[src/rtl/core/sensor_mask_note_event_deframer_defines.svh]
// ----------------------------------------------------------------------------
// Sensor mask note event deframer: assertion macros
// Shared concurrent assertion forms used by the deframer RTL.
// ----------------------------------------------------------------------------
`ifndef SENSOR_MASK_NOTE_EVENT_DEFRAMER_DEFINES_SVH
`define SENSOR_MASK_NOTE_EVENT_DEFRAMER_DEFINES_SVH

// Same-cycle implication, disabled while reset is high.
`define SMNED_ASSERT_NOW(label, clock, reset, ante, cons, msg) \
  label: assert property (@(posedge clock) disable iff (reset) (ante) |-> (cons)) \
    else $error(msg);

// Next-cycle implication, disabled while reset is high.
`define SMNED_ASSERT_NEXT(label, clock, reset, ante, cons, msg) \
  label: assert property (@(posedge clock) disable iff (reset) (ante) |=> (cons)) \
    else $error(msg);

`endif

[src/rtl/core/smned_pkg.sv]
// ----------------------------------------------------------------------------
// Sensor mask note event deframer package
// Word layouts, opcodes, sync phases and link constants.
// ----------------------------------------------------------------------------
`default_nettype none

package smned_pkg;

  // Stream word widths, padded to whole bytes.
  localparam int IN_W  = 40;
  localparam int OUT_W = 24;

  // Sync pair on the serial link.
  localparam logic [7:0] SYNC_FIRST  = 8'hFE;
  localparam logic [7:0] SYNC_SECOND = 8'hED;

  typedef enum logic [1:0] {
    OP_SERIAL = 2'd0,
    OP_NOTE   = 2'd1,
    OP_OFFSET = 2'd2,
    OP_NONE   = 2'd3
  } opcode_t;

  typedef enum logic [3:0] {
    PH_HUNT   = 4'b0001,
    PH_SECOND = 4'b0010,
    PH_DEVICE = 4'b0100,
    PH_MASK   = 4'b1000
  } phase_t;

  // One note table entry.
  typedef struct packed {
    logic       holdable;
    logic [6:0] velocity;
    logic [6:0] pitch;
  } note_entry_t;

  // Input word, first field in the lowest bits.
  typedef struct packed {
    logic       pad;
    logic [7:0] offset_value;
    logic       entry_holdable;
    logic [6:0] entry_velocity;
    logic [6:0] entry_pitch;
    logic [2:0] target_sensor;
    logic [2:0] target_device;
    logic [7:0] serial_byte;
    logic [1:0] opcode;
  } in_word_t;

  // Output word, first field in the lowest bits.
  typedef struct packed {
    logic [3:0] pad;
    logic [6:0] velocity;
    logic [6:0] pitch;
    logic [2:0] sensor_index;
    logic [2:0] channel;
  } out_word_t;

endpackage

`default_nettype wire

[src/rtl/core/smned_ram.sv]
// ----------------------------------------------------------------------------
// Generic simple dual-port RAM
// One write port and one read port with a registered read.
// ----------------------------------------------------------------------------
`default_nettype none

module smned_ram #(
  parameter int WIDTH = 8,
  parameter int DEPTH = 8
) (
  input  logic                                      clk,
  input  logic                                      we,
  input  logic [((DEPTH > 1) ? $clog2(DEPTH) : 1)-1:0] waddr,
  input  logic [WIDTH-1:0]                          wdata,
  input  logic                                      re,
  input  logic [((DEPTH > 1) ? $clog2(DEPTH) : 1)-1:0] raddr,
  output logic [WIDTH-1:0]                          rdata
);

  logic [WIDTH-1:0] mem [DEPTH];

  // Write port and registered read port; read data holds when not read.
  always_ff @(posedge clk) begin
    if (we) begin
      mem[waddr] <= wdata;
    end
    if (re) begin
      rdata <= mem[raddr];
    end
  end

endmodule

`default_nettype wire

[src/rtl/core/sensor_mask_note_event_deframer.sv]
// ----------------------------------------------------------------------------
// Sensor mask note event deframer
// Hunts FE ED sync on a byte stream and turns sensor mask changes into notes.
// ----------------------------------------------------------------------------
// Each input word is a link byte, a note table write or a device offset write.
// Link bytes are taken one per cycle unless the input stalls. A mask byte
// for a device in range starts the event engine: stage A reads the stored
// mask and offset, then the note table read port walks the changed sensors
// one per cycle while stage B can move on, giving one event per cycle when
// the output is free. While the engine is busy, sync and device bytes of
// the next packet are still taken; the next mask byte and table or offset
// writes wait until it has drained. Results pass through a hold register
// and an output register, so the engine keeps running while one result
// waits to be taken and stalls once both registers are full.
// ----------------------------------------------------------------------------
`default_nettype none

`include "sensor_mask_note_event_deframer_defines.svh"

module sensor_mask_note_event_deframer #(
  parameter int DEVICE_COUNT = 8,
  parameter int SENSOR_COUNT = 8
) (
  input  logic                         clk,
  input  logic                         rst,
  input  logic                         s_tvalid,
  output logic                         s_tready,
  // opcode, serial_byte, target_device, target_sensor, entry_pitch,
  // entry_velocity, entry_holdable, offset_value, zero fill
  input  logic [smned_pkg::IN_W-1:0]   s_tdata,
  output logic                         m_tvalid,
  input  logic                         m_tready,
  // channel, sensor_index, pitch, velocity, zero fill
  output logic [smned_pkg::OUT_W-1:0]  m_tdata,
  // note_on
  output logic                         m_tuser,
  output logic                         m_tlast
);

  import smned_pkg::*;

  localparam int DEV_W    = (DEVICE_COUNT > 1) ? $clog2(DEVICE_COUNT) : 1;
  localparam int NT_DEPTH = DEVICE_COUNT * SENSOR_COUNT;
  localparam int NT_AW    = (NT_DEPTH > 1) ? $clog2(NT_DEPTH) : 1;
  localparam logic [8:0] DEV_LIMIT = 9'(DEVICE_COUNT);
  localparam logic [3:0] SEN_LIMIT = 4'(SENSOR_COUNT);
  localparam logic [7:0] SENS_MASK = 8'((9'd1 << SENSOR_COUNT) - 9'd1);

  // Input word decode.
  in_word_t   in_w;
  opcode_t    op;
  logic       accept;
  logic       stall;
  logic       busy;

  assign in_w   = in_word_t'(s_tdata);
  assign op     = opcode_t'(in_w.opcode);
  assign accept = s_tvalid && s_tready;

  // Sync state.
  phase_t     phase;
  phase_t     phase_next;
  logic [7:0] pending_device;
  logic [8:0] pend_ext;
  logic [DEV_W-1:0] pend_idx;
  logic       start_pkt;

  // Side write decode.
  logic [8:0]  tdev_ext;
  logic [DEV_W-1:0] tdev_idx;
  logic        tdev_ok;
  logic        tsen_ok;
  logic [11:0] nt_waddr_full;
  logic        nt_we;
  logic        off_we;
  note_entry_t nt_wdata;

  // Stage A: mask and offset read in flight.
  logic             a_valid;
  logic [7:0]       a_mask;
  logic [DEV_W-1:0] a_dev;
  logic [2:0]       a_chan;
  logic             a_mask_seen;
  logic             a_off_seen;
  logic [DEVICE_COUNT-1:0] mask_seen;
  logic [DEVICE_COUNT-1:0] off_seen;
  logic [7:0]       mask_rdata;
  logic [7:0]       off_rdata;
  logic [7:0]       prev_mask;

  // Sensor scanner.
  logic [7:0]       scan_remain;
  logic [7:0]       scan_mask;
  logic [DEV_W-1:0] scan_dev;
  logic [2:0]       scan_chan;
  logic [7:0]       scan_offset;
  logic [2:0]       pick;
  logic [7:0]       remain_after;
  logic             issue;
  logic [11:0]      nt_raddr_full;

  // Stage B: note entry read in flight.
  logic        b_valid;
  logic [2:0]  b_sensor;
  logic        b_on;
  logic        b_final;
  note_entry_t nt_rdata;
  logic [9:0]  vel_sum;
  logic [6:0]  vel_sat;
  logic        cand;
  logic        b_push;
  logic        b_go;
  out_word_t   cand_word;

  // Hold register that keeps one event back to mark the last one.
  logic        h_valid;
  logic        h_final;
  logic        h_on;
  out_word_t   h_word;
  logic        h_push;
  logic        out_free;

  // Engine activity and input interlock.
  assign busy  = a_valid || (scan_remain != 8'd0) || b_valid || h_valid;
  assign stall = busy && ((op == OP_NOTE) || (op == OP_OFFSET) ||
                          ((op == OP_SERIAL) && (phase == PH_MASK)));
  assign s_tready = !stall;

  // Sync phase transitions.
  always_comb begin
    phase_next = phase;
    if (accept && (op == OP_SERIAL)) begin
      unique case (phase)
        PH_HUNT: begin
          if (in_w.serial_byte == SYNC_FIRST) phase_next = PH_SECOND;
        end
        PH_SECOND: begin
          if (in_w.serial_byte == SYNC_SECOND) begin
            phase_next = PH_DEVICE;
          end else if (in_w.serial_byte != SYNC_FIRST) begin
            phase_next = PH_HUNT;
          end
        end
        PH_DEVICE: phase_next = PH_MASK;
        PH_MASK:   phase_next = PH_HUNT;
        default:   phase_next = PH_HUNT;
      endcase
    end
  end

  always_ff @(posedge clk) begin
    if (rst) begin
      phase          <= PH_HUNT;
      pending_device <= 8'd0;
    end else begin
      phase <= phase_next;
      if (accept && (op == OP_SERIAL) && (phase == PH_DEVICE)) begin
        pending_device <= in_w.serial_byte;
      end
    end
  end

  assign pend_ext  = {1'b0, pending_device};
  assign pend_idx  = pend_ext[DEV_W-1:0];
  assign start_pkt = accept && (op == OP_SERIAL) && (phase == PH_MASK) &&
                     (pend_ext < DEV_LIMIT);

  // Note table and offset write decode.
  assign tdev_ext      = {6'd0, in_w.target_device};
  assign tdev_idx      = tdev_ext[DEV_W-1:0];
  assign tdev_ok       = tdev_ext < DEV_LIMIT;
  assign tsen_ok       = {1'b0, in_w.target_sensor} < SEN_LIMIT;
  assign nt_waddr_full = 12'(in_w.target_device) * 12'(SENSOR_COUNT) +
                         12'(in_w.target_sensor);
  assign nt_we         = accept && (op == OP_NOTE) && tdev_ok && tsen_ok;
  assign off_we        = accept && (op == OP_OFFSET) && tdev_ok;
  assign nt_wdata      = '{holdable: in_w.entry_holdable,
                           velocity: in_w.entry_velocity,
                           pitch:    in_w.entry_pitch};

  // Stored masks per device; written back once the old mask is known.
  smned_ram #(.WIDTH(8), .DEPTH(DEVICE_COUNT)) u_mask_ram (
    .clk   (clk),
    .we    (a_valid),
    .waddr (a_dev),
    .wdata (a_mask),
    .re    (start_pkt),
    .raddr (pend_idx),
    .rdata (mask_rdata)
  );

  // Velocity offsets per device.
  smned_ram #(.WIDTH(8), .DEPTH(DEVICE_COUNT)) u_offset_ram (
    .clk   (clk),
    .we    (off_we),
    .waddr (tdev_idx),
    .wdata (in_w.offset_value),
    .re    (start_pkt),
    .raddr (pend_idx),
    .rdata (off_rdata)
  );

  // Pitch, velocity and holdable flag per device and sensor.
  smned_ram #(.WIDTH($bits(note_entry_t)), .DEPTH(NT_DEPTH)) u_note_ram (
    .clk   (clk),
    .we    (nt_we),
    .waddr (nt_waddr_full[NT_AW-1:0]),
    .wdata (nt_wdata),
    .re    (issue),
    .raddr (nt_raddr_full[NT_AW-1:0]),
    .rdata (nt_rdata)
  );

  // Written flags stand in for the all-zero reset of masks and offsets.
  always_ff @(posedge clk) begin
    if (rst) begin
      mask_seen <= '0;
      off_seen  <= '0;
    end else begin
      if (a_valid) mask_seen[a_dev] <= 1'b1;
      if (off_we)  off_seen[tdev_idx] <= 1'b1;
    end
  end

  // Stage A registers.
  always_ff @(posedge clk) begin
    if (rst) begin
      a_valid <= 1'b0;
    end else begin
      a_valid <= start_pkt;
    end
    if (start_pkt) begin
      a_mask      <= in_w.serial_byte;
      a_dev       <= pend_idx;
      a_chan      <= pending_device[2:0];
      a_mask_seen <= mask_seen[pend_idx];
      a_off_seen  <= off_seen[pend_idx];
    end
  end

  assign prev_mask = a_mask_seen ? mask_rdata : 8'd0;

  // Lowest changed sensor still to be reported.
  always_comb begin
    pick = 3'd0;
    for (int i = 7; i >= 0; i--) begin
      if (scan_remain[i]) pick = 3'(i);
    end
  end

  assign remain_after  = scan_remain & (scan_remain - 8'd1);
  assign issue         = (scan_remain != 8'd0) && (!b_valid || b_go);
  assign nt_raddr_full = 12'(scan_dev) * 12'(SENSOR_COUNT) + 12'(pick);

  // Scanner: load the changed bits, then retire one per note read.
  always_ff @(posedge clk) begin
    if (rst) begin
      scan_remain <= 8'd0;
    end else if (a_valid) begin
      scan_remain <= (a_mask ^ prev_mask) & SENS_MASK;
    end else if (issue) begin
      scan_remain <= remain_after;
    end
    if (a_valid) begin
      scan_mask   <= a_mask;
      scan_dev    <= a_dev;
      scan_chan   <= a_chan;
      scan_offset <= a_off_seen ? off_rdata : 8'd0;
    end
  end

  // Stage B registers.
  always_ff @(posedge clk) begin
    if (rst) begin
      b_valid <= 1'b0;
    end else if (issue) begin
      b_valid <= 1'b1;
    end else if (b_go) begin
      b_valid <= 1'b0;
    end
    if (issue) begin
      b_sensor <= pick;
      b_on     <= scan_mask[pick];
      b_final  <= (remain_after == 8'd0);
    end
  end

  // Velocity plus signed offset, clamped to 0..127.
  assign vel_sum = {3'b000, nt_rdata.velocity} + {{2{scan_offset[7]}}, scan_offset};
  always_comb begin
    if (vel_sum[9]) begin
      vel_sat = 7'd0;
    end else if (vel_sum[8:7] != 2'd0) begin
      vel_sat = 7'h7F;
    end else begin
      vel_sat = vel_sum[6:0];
    end
  end

  // Event candidate from the note entry; a release of a plain note gives none.
  assign cand      = b_on || nt_rdata.holdable;
  assign cand_word = '{pad:          4'd0,
                       velocity:     b_on ? vel_sat : 7'd0,
                       pitch:        nt_rdata.pitch,
                       sensor_index: b_sensor,
                       channel:      scan_chan};

  assign out_free = !m_tvalid || m_tready;
  assign b_push   = b_valid && cand && h_valid;
  assign b_go     = b_valid && (!b_push || out_free);
  assign h_push   = h_valid && h_final && out_free;

  // Hold register: a new event pushes the held one out as not last.
  always_ff @(posedge clk) begin
    if (rst) begin
      h_valid <= 1'b0;
      h_final <= 1'b0;
    end else begin
      priority if (b_go && cand) begin
        h_valid <= 1'b1;
        h_final <= b_final;
      end else if (b_go && b_final) begin
        h_final <= h_valid;
      end else if (h_push) begin
        h_valid <= 1'b0;
        h_final <= 1'b0;
      end
    end
    if (b_go && cand) begin
      h_on   <= b_on;
      h_word <= cand_word;
    end
  end

  // Output register.
  always_ff @(posedge clk) begin
    if (rst) begin
      m_tvalid <= 1'b0;
    end else if ((b_go && b_push) || h_push) begin
      m_tvalid <= 1'b1;
    end else if (m_tready) begin
      m_tvalid <= 1'b0;
    end
    if ((b_go && b_push) || h_push) begin
      m_tdata <= h_word;
      m_tuser <= h_on;
      m_tlast <= h_push;
    end
  end

  // Engine checks.
  `SMNED_ASSERT_NOW(a_engine_empty_at_load, clk, rst, a_valid,
    (scan_remain == 8'd0) && !b_valid && !h_valid,
    "mask load while the event engine still holds a packet")
  `SMNED_ASSERT_NOW(a_final_read_drains_scan, clk, rst, b_valid && b_final,
    scan_remain == 8'd0, "sensors left after the final note read")
  `SMNED_ASSERT_NOW(a_no_final_hold_with_read, clk, rst, b_valid,
    !(h_valid && h_final), "held last event while a note read is pending")
  `SMNED_ASSERT_NEXT(a_start_on_idle_engine, clk, rst, start_pkt,
    !b_valid && !h_valid, "packet started while earlier events were pending")

endmodule

`default_nettype wire
[config.mk]
export PLATFORM = sky130hd
export DESIGN_NAME = sensor_mask_note_event_deframer
export DESIGN_NICKNAME = d
export VERILOG_FILES = /design/src/rtl/core/smned_pkg.sv /design/src/rtl/core/smned_ram.sv /design/src/rtl/core/sensor_mask_note_event_deframer.sv
export VERILOG_INCLUDE_DIRS = /design/src /design/src/rtl/core
export SDC_FILE = /design/constraint.sdc
export NUM_CORES = 1
export LEC_CHECK = 0
export BUFFER_PORTS_ARGS = -buffer_cell sky130_fd_sc_hd__buf_2
export CAP_MARGIN = 0
export CORE_MARGIN = 5
export CORE_UTILIZATION = 56
export CTS_CLUSTER_DIAMETER = 80
export DETAILED_ROUTE_END_ITERATION = 10
export PLACE_DENSITY = 0.75
export SLEW_MARGIN = 20
export SYNTH_ARGS = -nofsm -noshare
export SYNTH_HDL_FRONTEND = slang
export SYNTH_SLANG_ARGS = --single-unit
[constraint.sdc]
create_clock -name clk -period 3.1 [get_ports clk]
set_input_delay 0.155 -clock clk [delete_from_list [all_inputs] [get_ports clk]]
set_output_delay 0.155 -clock clk [all_outputs]
set_load 0.02 [all_outputs]
==> impl_metrics.toml, run 1 <==
[logic_synthesis]
yosysTopAreaCell = "edfxtp_1"
yosysMostFrequentCell = "edfxtp_1"
synth-seq-cells = 1240
syn_area_um2 = 48500
synthFlopType = "edfxtp_1"
synthCells = 2742
synth_area_leaders = "edfxtp_1 (74%), mux2i_1 (5.2%), mux4_2 (4.5%), nor3_1 (2.6%), a2111oi_0 (2.2%)"
async_flop_share = 0
yosysSeqAreaShare = 0.759
netlist_top_cells_count = "edfxtp_1 (1,199), nor3_1 (255), mux2i_1 (251)"
netlist-cell-type-count = 64
synth_edf_count = 1199
syn_avg_cell_area_um2 = 17.7
yosys_warnings = 0
synth_top_area_frac = 0.742

[timing]
whs_ps = 32.4
hold_viol_final = 0
finalCriticalPeriod_ps = 3160
period_share = 1.02
fin_skew_ps = 36.8
maxSlewViolCount = 0
setup_ws_ps = -63.3
fmax_ghz = 0.316
tightest_slew_ps = 1110
tns_ps = -63.3
setup_violations = 1
max_slew_margin = 0.261

[power]
finalPower_mw = 32.9
pwr-share-clk = 0.429
p_per_area_nw_per_um2 = 565
power.internal_mw = 26.5
pwr-share-seq = 0.558
peakVddDrop_v = 0.000671
leakage_nw = 19.2
pwr-share-comb = 0.014
p_sw_frac = 0.196
switching_power_mw = 6.44

[job]
cap_violations = 0

[route]
wl_per_cell_um = 30.4
first_pass_iters = 6
drt_iter0_drc = 4117
antenna_left = 0
wl_um = 133000
drc = 0
via_per_inst = 6.69
vias = 29300

[worst_setup_path]
crit_path_end_kind = "flop"
cpPeakStageDelay_ps = 650
critical_path_required_ps = 3640
arrival_ps = 3700
cp_common_cell = "buf_4"
timing.reg2reg.setup_slack_ps = -60
cp_cell_sequence = "buf_4 -> nand2b_2 -> a221oi_4 -> buf_12 -> buf_12 -> buf_4 -> buf_4 -> nor3_1 -> a2111oi_0 -> nor4_1 -> buf_4 -> o22a_1 -> nand4_1"
worstPathMaxFanout = 15
crit_path_start_kind = "flop"
path_class = "flop to flop"
cpMaxStageDelayCell = "a2111oi_0"

[cts]
cts_tree = "yes"
cts_buffer_depth = 3
h-tree-depth = 3
cts_root_buf = "clkbuf_16"
path_clk_slew_ps = 60
clock_latency_ps = 690
cts.sinks = 1240
cts_buffers = 114

[placed_design]
dpl_cell_area_um2 = 53000
place_ws_ps = -453
place_inst = 4099
port_buffers = 66
routabilityCongestion = 0.928
place_hpwl_um = 79600

[finish]
finalInstanceArea_um2 = 58200
drive_above_1_share = 0.262
num-fill-cells = 5220
final_util = 0.674
nets = 3172
syn_to_final_growth_pct = 19.9
instances_no_fill = 4375

[grt]
grt_usage = 0.272
grt-ovfl-total = 0
grt_max_degree = 65
grt_pass1_vias = 28900
grt_pass1_wl_um = 189000
antenna_found_initial = 6

[status]
outcome = "complete, but fails checks"
violations = "negative setup slack"

[floorplan]
die_x_um = 304
num_rows = 108
dieArea_um2 = 92700
chipHeight_um = 304
core_um2 = 86300
ios = 72
start_util = 0.562

[min_path]
worstHoldPathType = "input pin to flop"
==> cells by family after synthesis <==
kind of cell,after synthesis,share of synthesized area
xor+xnor,15,0.00271
other cells,1,0.0000773
buf+inv,200,0.0190
mux,368,0.102
simple gates,556,0.0577
flops,1240,0.759
fa+ha+maj,11,0.00299
compound gates,351,0.0572
==> worst max-delay path: cells and delay by family (launching register included) <==
family                 cells  cell delay [ps]
DFF                        1              360
AOI/OAI and AO/OA          3             1280
and+or+nand+nor            4              350
buffers and inverters      6             1040
==> cell type report <==
class                           count  area [um^2]  area share
Inverter                           14         52.6    0.000903
Clock buffer                      149         3100      0.0532
Multi-Input combinational cell   1305        11600       0.199
Timing Repair Buffer              442         4500      0.0773
Sequential cell                  1240        36800       0.633
Antenna cell                        4         10.0    0.000172
Tap cell                         1155         1450      0.0248
Clock inverter                     66          656      0.0113
==> sequential cells by signal, summed over array words and instances (netlist names), 15 cells and up <==
| name | cells |
|---|---|
| u_note_ram.rdata | 15 |
| u_mask_ram.mem | 64 |
| h_word | 20 |
| u_offset_ram.mem | 64 |
| m_tdata | 20 |
| u_note_ram.mem | 960 |
==> placed cells by master, fill, tap and decap left out, types with 29 or more instances in the layout <==
cell / n
a2111oi_0: 52
a2111oi_1: 38
buf_12: 83
buf_2: 64
buf_4: 251
clkbuf_16: 121
dfxtp_1: 38
edfxtp_1: 1199
mux2i_1: 243
mux4_2: 98
nand2_1: 29
nor2_1: 115
nor3_1: 249
o221ai_1: 60
o22ai_1: 56
==> per-layer routing <==
metal,track usage,up-vias,part of all wire
met4,0.104,6,0.047
li1,-,12000,-
met1,0.371,14800,0.36
met3,0.0559,363,0.11
met2,0.441,2086,0.48
met5,0,-,0.00026
==> repair_timing <==
| item | CTS | global route |
|---|---|---|
| resized for setup | 81 | 121 |
| pin swaps | 5 | 17 |
| cloned | 2 | 8 |
| hold buffers | 20 | 0 |
| buffers inserted | 5 | 22 |
| hold endpoints to repair | 134 | 0 |
| endpoints found under the setup margin | 468 | 546 |
==> final timing paths <==
check	startpoint	end	cells past startpoint
worst min register to register	h_word[12]$_DFFE_PP_	m_tdata[12]$_DFFE_PP_	0
worst max-delay path	scan_remain[7]$_SDFFE_PP0P_	u_note_ram.rdata[8]$_DFFE_PP_	13
worst min-delay path	s_tdata[18]	u_note_ram.mem[2][2]$_DFFE_PP_	1
worst max register to register	scan_remain[7]$_SDFFE_PP0P_	u_note_ram.rdata[8]$_DFFE_PP_	13
==> power by group through the flow <==
stage | Clock [mW] | Combinational [mW] | Sequential (mW)
detailed placement | 0 | 0.407 | 18.7
finish | 14.1 | 0.447 | 18.3
global route | 15.0 | 0.465 | 18.3
CTS | 14.2 | 0.431 | 18.3
floorplan | 0 | 0.0675 | 18.7
global placement | 0 | 0.373 | 18.7
(Power assumes the default switching activity.)
==> run 2, diff against run 1 <==
- GPL_TIMING_DRIVEN: not set -> 0
==> impl_metrics.toml, run 2 (same netlist as run 1, synthesis figures left out) <==
[grt]
antenna_found_initial = 3
grt_pass1_wl_um = 195000
grt_max_degree = 65
grt-ovfl-total = 0
grt_usage = 0.283
grt_pass1_vias = 29400

[worst_setup_path]
r2r-end = "u_note_ram.rdata[1]$_DFFE_PP_"
r2r-start = "scan_remain[4]$_SDFFE_PP0P_"
crit_path_end_kind = "flop"
path_class = "flop to flop"
critical_path_required_ps = 3600
crit_path_start_kind = "flop"
cp_cell_sequence = "or2_4 -> o211ai_1 -> buf_4 -> clkbuf_1 -> nor3_1 -> a2111oi_1 -> nor4_2 -> o22a_2 -> nand4_1"
worstPathMaxFanout = 10
reg2reg_depth = 9
timing.reg2reg.setup_slack_ps = -190
crit_path_start = "scan_remain[4]$_SDFFE_PP0P_"
cpMaxStageDelayCell = "a2111oi_1"
arrival_ps = 3790
cpPeakStageDelay_ps = 720

[power]
peakVddDrop_v = 0.000496
leakage_nw = 19.4
p_sw_frac = 0.200
switching_power_mw = 6.74
pwr-share-seq = 0.543
power.internal_mw = 27.0
pwr-share-clk = 0.443
p_per_area_nw_per_um2 = 562
finalPower_mw = 33.8
pwr-share-comb = 0.014

[min_path]
hold-path-endpoint = "u_note_ram.mem[12][2]$_DFFE_PP_"
holdPathStages = 1
worstHoldPathType = "input pin to flop"
hold_start = "s_tdata[18]"

[finish]
final_cell_mix = "edfxtp_1 (1,199), mux2i_1 (223), nor3_1 (217)"
layout_commonest_cell = "edfxtp_1"
instances_no_fill = 4374
largest_reg_flops = 960
top_register = "u_note_ram.mem"
nets = 3172
final_util = 0.696
top_regs = "u_note_ram.mem (960), u_mask_ram.mem (64), u_offset_ram.mem (64)"
syn_to_final_growth_pct = 23.9
finalInstanceArea_um2 = 60100
drive_above_1_share = 0.324

[cts]
path_clk_slew_ps = 60
clock_latency_ps = 730
cts_buffers = 117
cts_buffer_depth = 3
h-tree-depth = 3
cts_tree = "yes"
cts_root_buf = "clkbuf_16"
cts.sinks = 1240

[timing]
setup_violations = 36
whs_ps = 14.2
fin_skew_ps = 41.6
fmax_ghz = 0.304
tightest_slew_ps = 1040
grt_setup_unrepaired = "yes"
setup_ws_ps = -190
tns_ps = -951
max_slew_margin = 0.302
finalCriticalPeriod_ps = 3290
period_share = 1.06
maxSlewViolCount = 0
hold_viol_final = 0

[placed_design]
place_inst = 3976
port_buffers = 61
place_hpwl_um = 79800
routabilityCongestion = 0.950
dpl_cell_area_um2 = 50700
place_ws_ps = -1410

[route]
drt_iter0_drc = 4306
wl_um = 139000
drc = 0
vias = 29800
wl_per_cell_um = 31.7
via_per_inst = 6.80
antenna_left = 0
first_pass_iters = 8

[floorplan]
num_rows = 108
ios = 72
die_x_um = 304
core_um2 = 86300
chipHeight_um = 304
start_util = 0.562
dieArea_um2 = 92700

[job]
cap_violations = 0

[status]
outcome = "complete, but fails checks"
violations = "negative setup slack"
[run 2: cell count changes in the layout (fill, tap and decap cells not counted), moves of 34 or more]
cell       delta
a2111oi_0    -34
a2111oi_2    +34
buf_4       -129
clkbuf_2     +35
nor2_1       -55
nor2_4       +59
[run 2: layout make-up]
type | instances | area (um^2)
Sequential cell | 1240 | 36800
Fill cell | 4922 | 26200
Multi-Input combinational cell | 1305 | 13300
Clock buffer | 147 | 3170
Timing Repair Buffer | 263 | 3040
Tap cell | 1155 | 1450
Buffer | 176 | 1410
Clock inverter | 72 | 890
Inverter | 14 | 56.3
Antenna cell | 2 | 5.00
[run 2: what timing repair did]
| action | in CTS | in global routing |
|---|---|---|
| gates cloned | 4 | 4 |
| endpoints found under the hold margin | 88 | 0 |
| pin swaps | 102 | 44 |
| hold buffers | 18 | 0 |
| buffers inserted | 128 | 30 |
| resized for setup | 523 | 224 |
| setup endpoints to repair | 993 | 797 |
[run 2: worst max-delay path by stage]
stage                     slack (ps)  cells past startpoint                                to
after floorplan                  -20                     10   u_note_ram.mem[55][0]$_DFFE_PP_
after detailed placement       -1410                     12    u_note_ram.rdata[11]$_DFFE_PP_
after global placement         -1410                     12    u_note_ram.rdata[11]$_DFFE_PP_
after CTS                       -100                      9  u_offset_ram.mem[5][7]$_DFFE_PP_
final                           -190                      9     u_note_ram.rdata[1]$_DFFE_PP_
after global routing            -290                      9     u_note_ram.rdata[1]$_DFFE_PP_
[run 2: critical path, delay by kind of cell, from the launching register on]
kind	cells	cell delay, ps
compound gates	3	1200
buf+inv	2	670
flops	1	360
simple gates	4	820
[run 2: metal layers]
metal	routed length, um	GRT usage	vias to the layer above
li1	-	-	12100
met1	49000	0.377	15000
met2	66500	0.453	2258
met3	16100	0.0703	419
met4	6950	0.117	4
met5	27	0	-
[run 2: power groups by stage]
stage	logic (mW)	registers [mW]	clock network, mW
final	0.480	18.3	15.0
after global routing	0.492	18.3	15.8
after CTS	0.450	18.4	14.9
after detailed placement	0.398	18.7	0
after global placement	0.357	18.7	0
after floorplan	0.0675	18.7	0
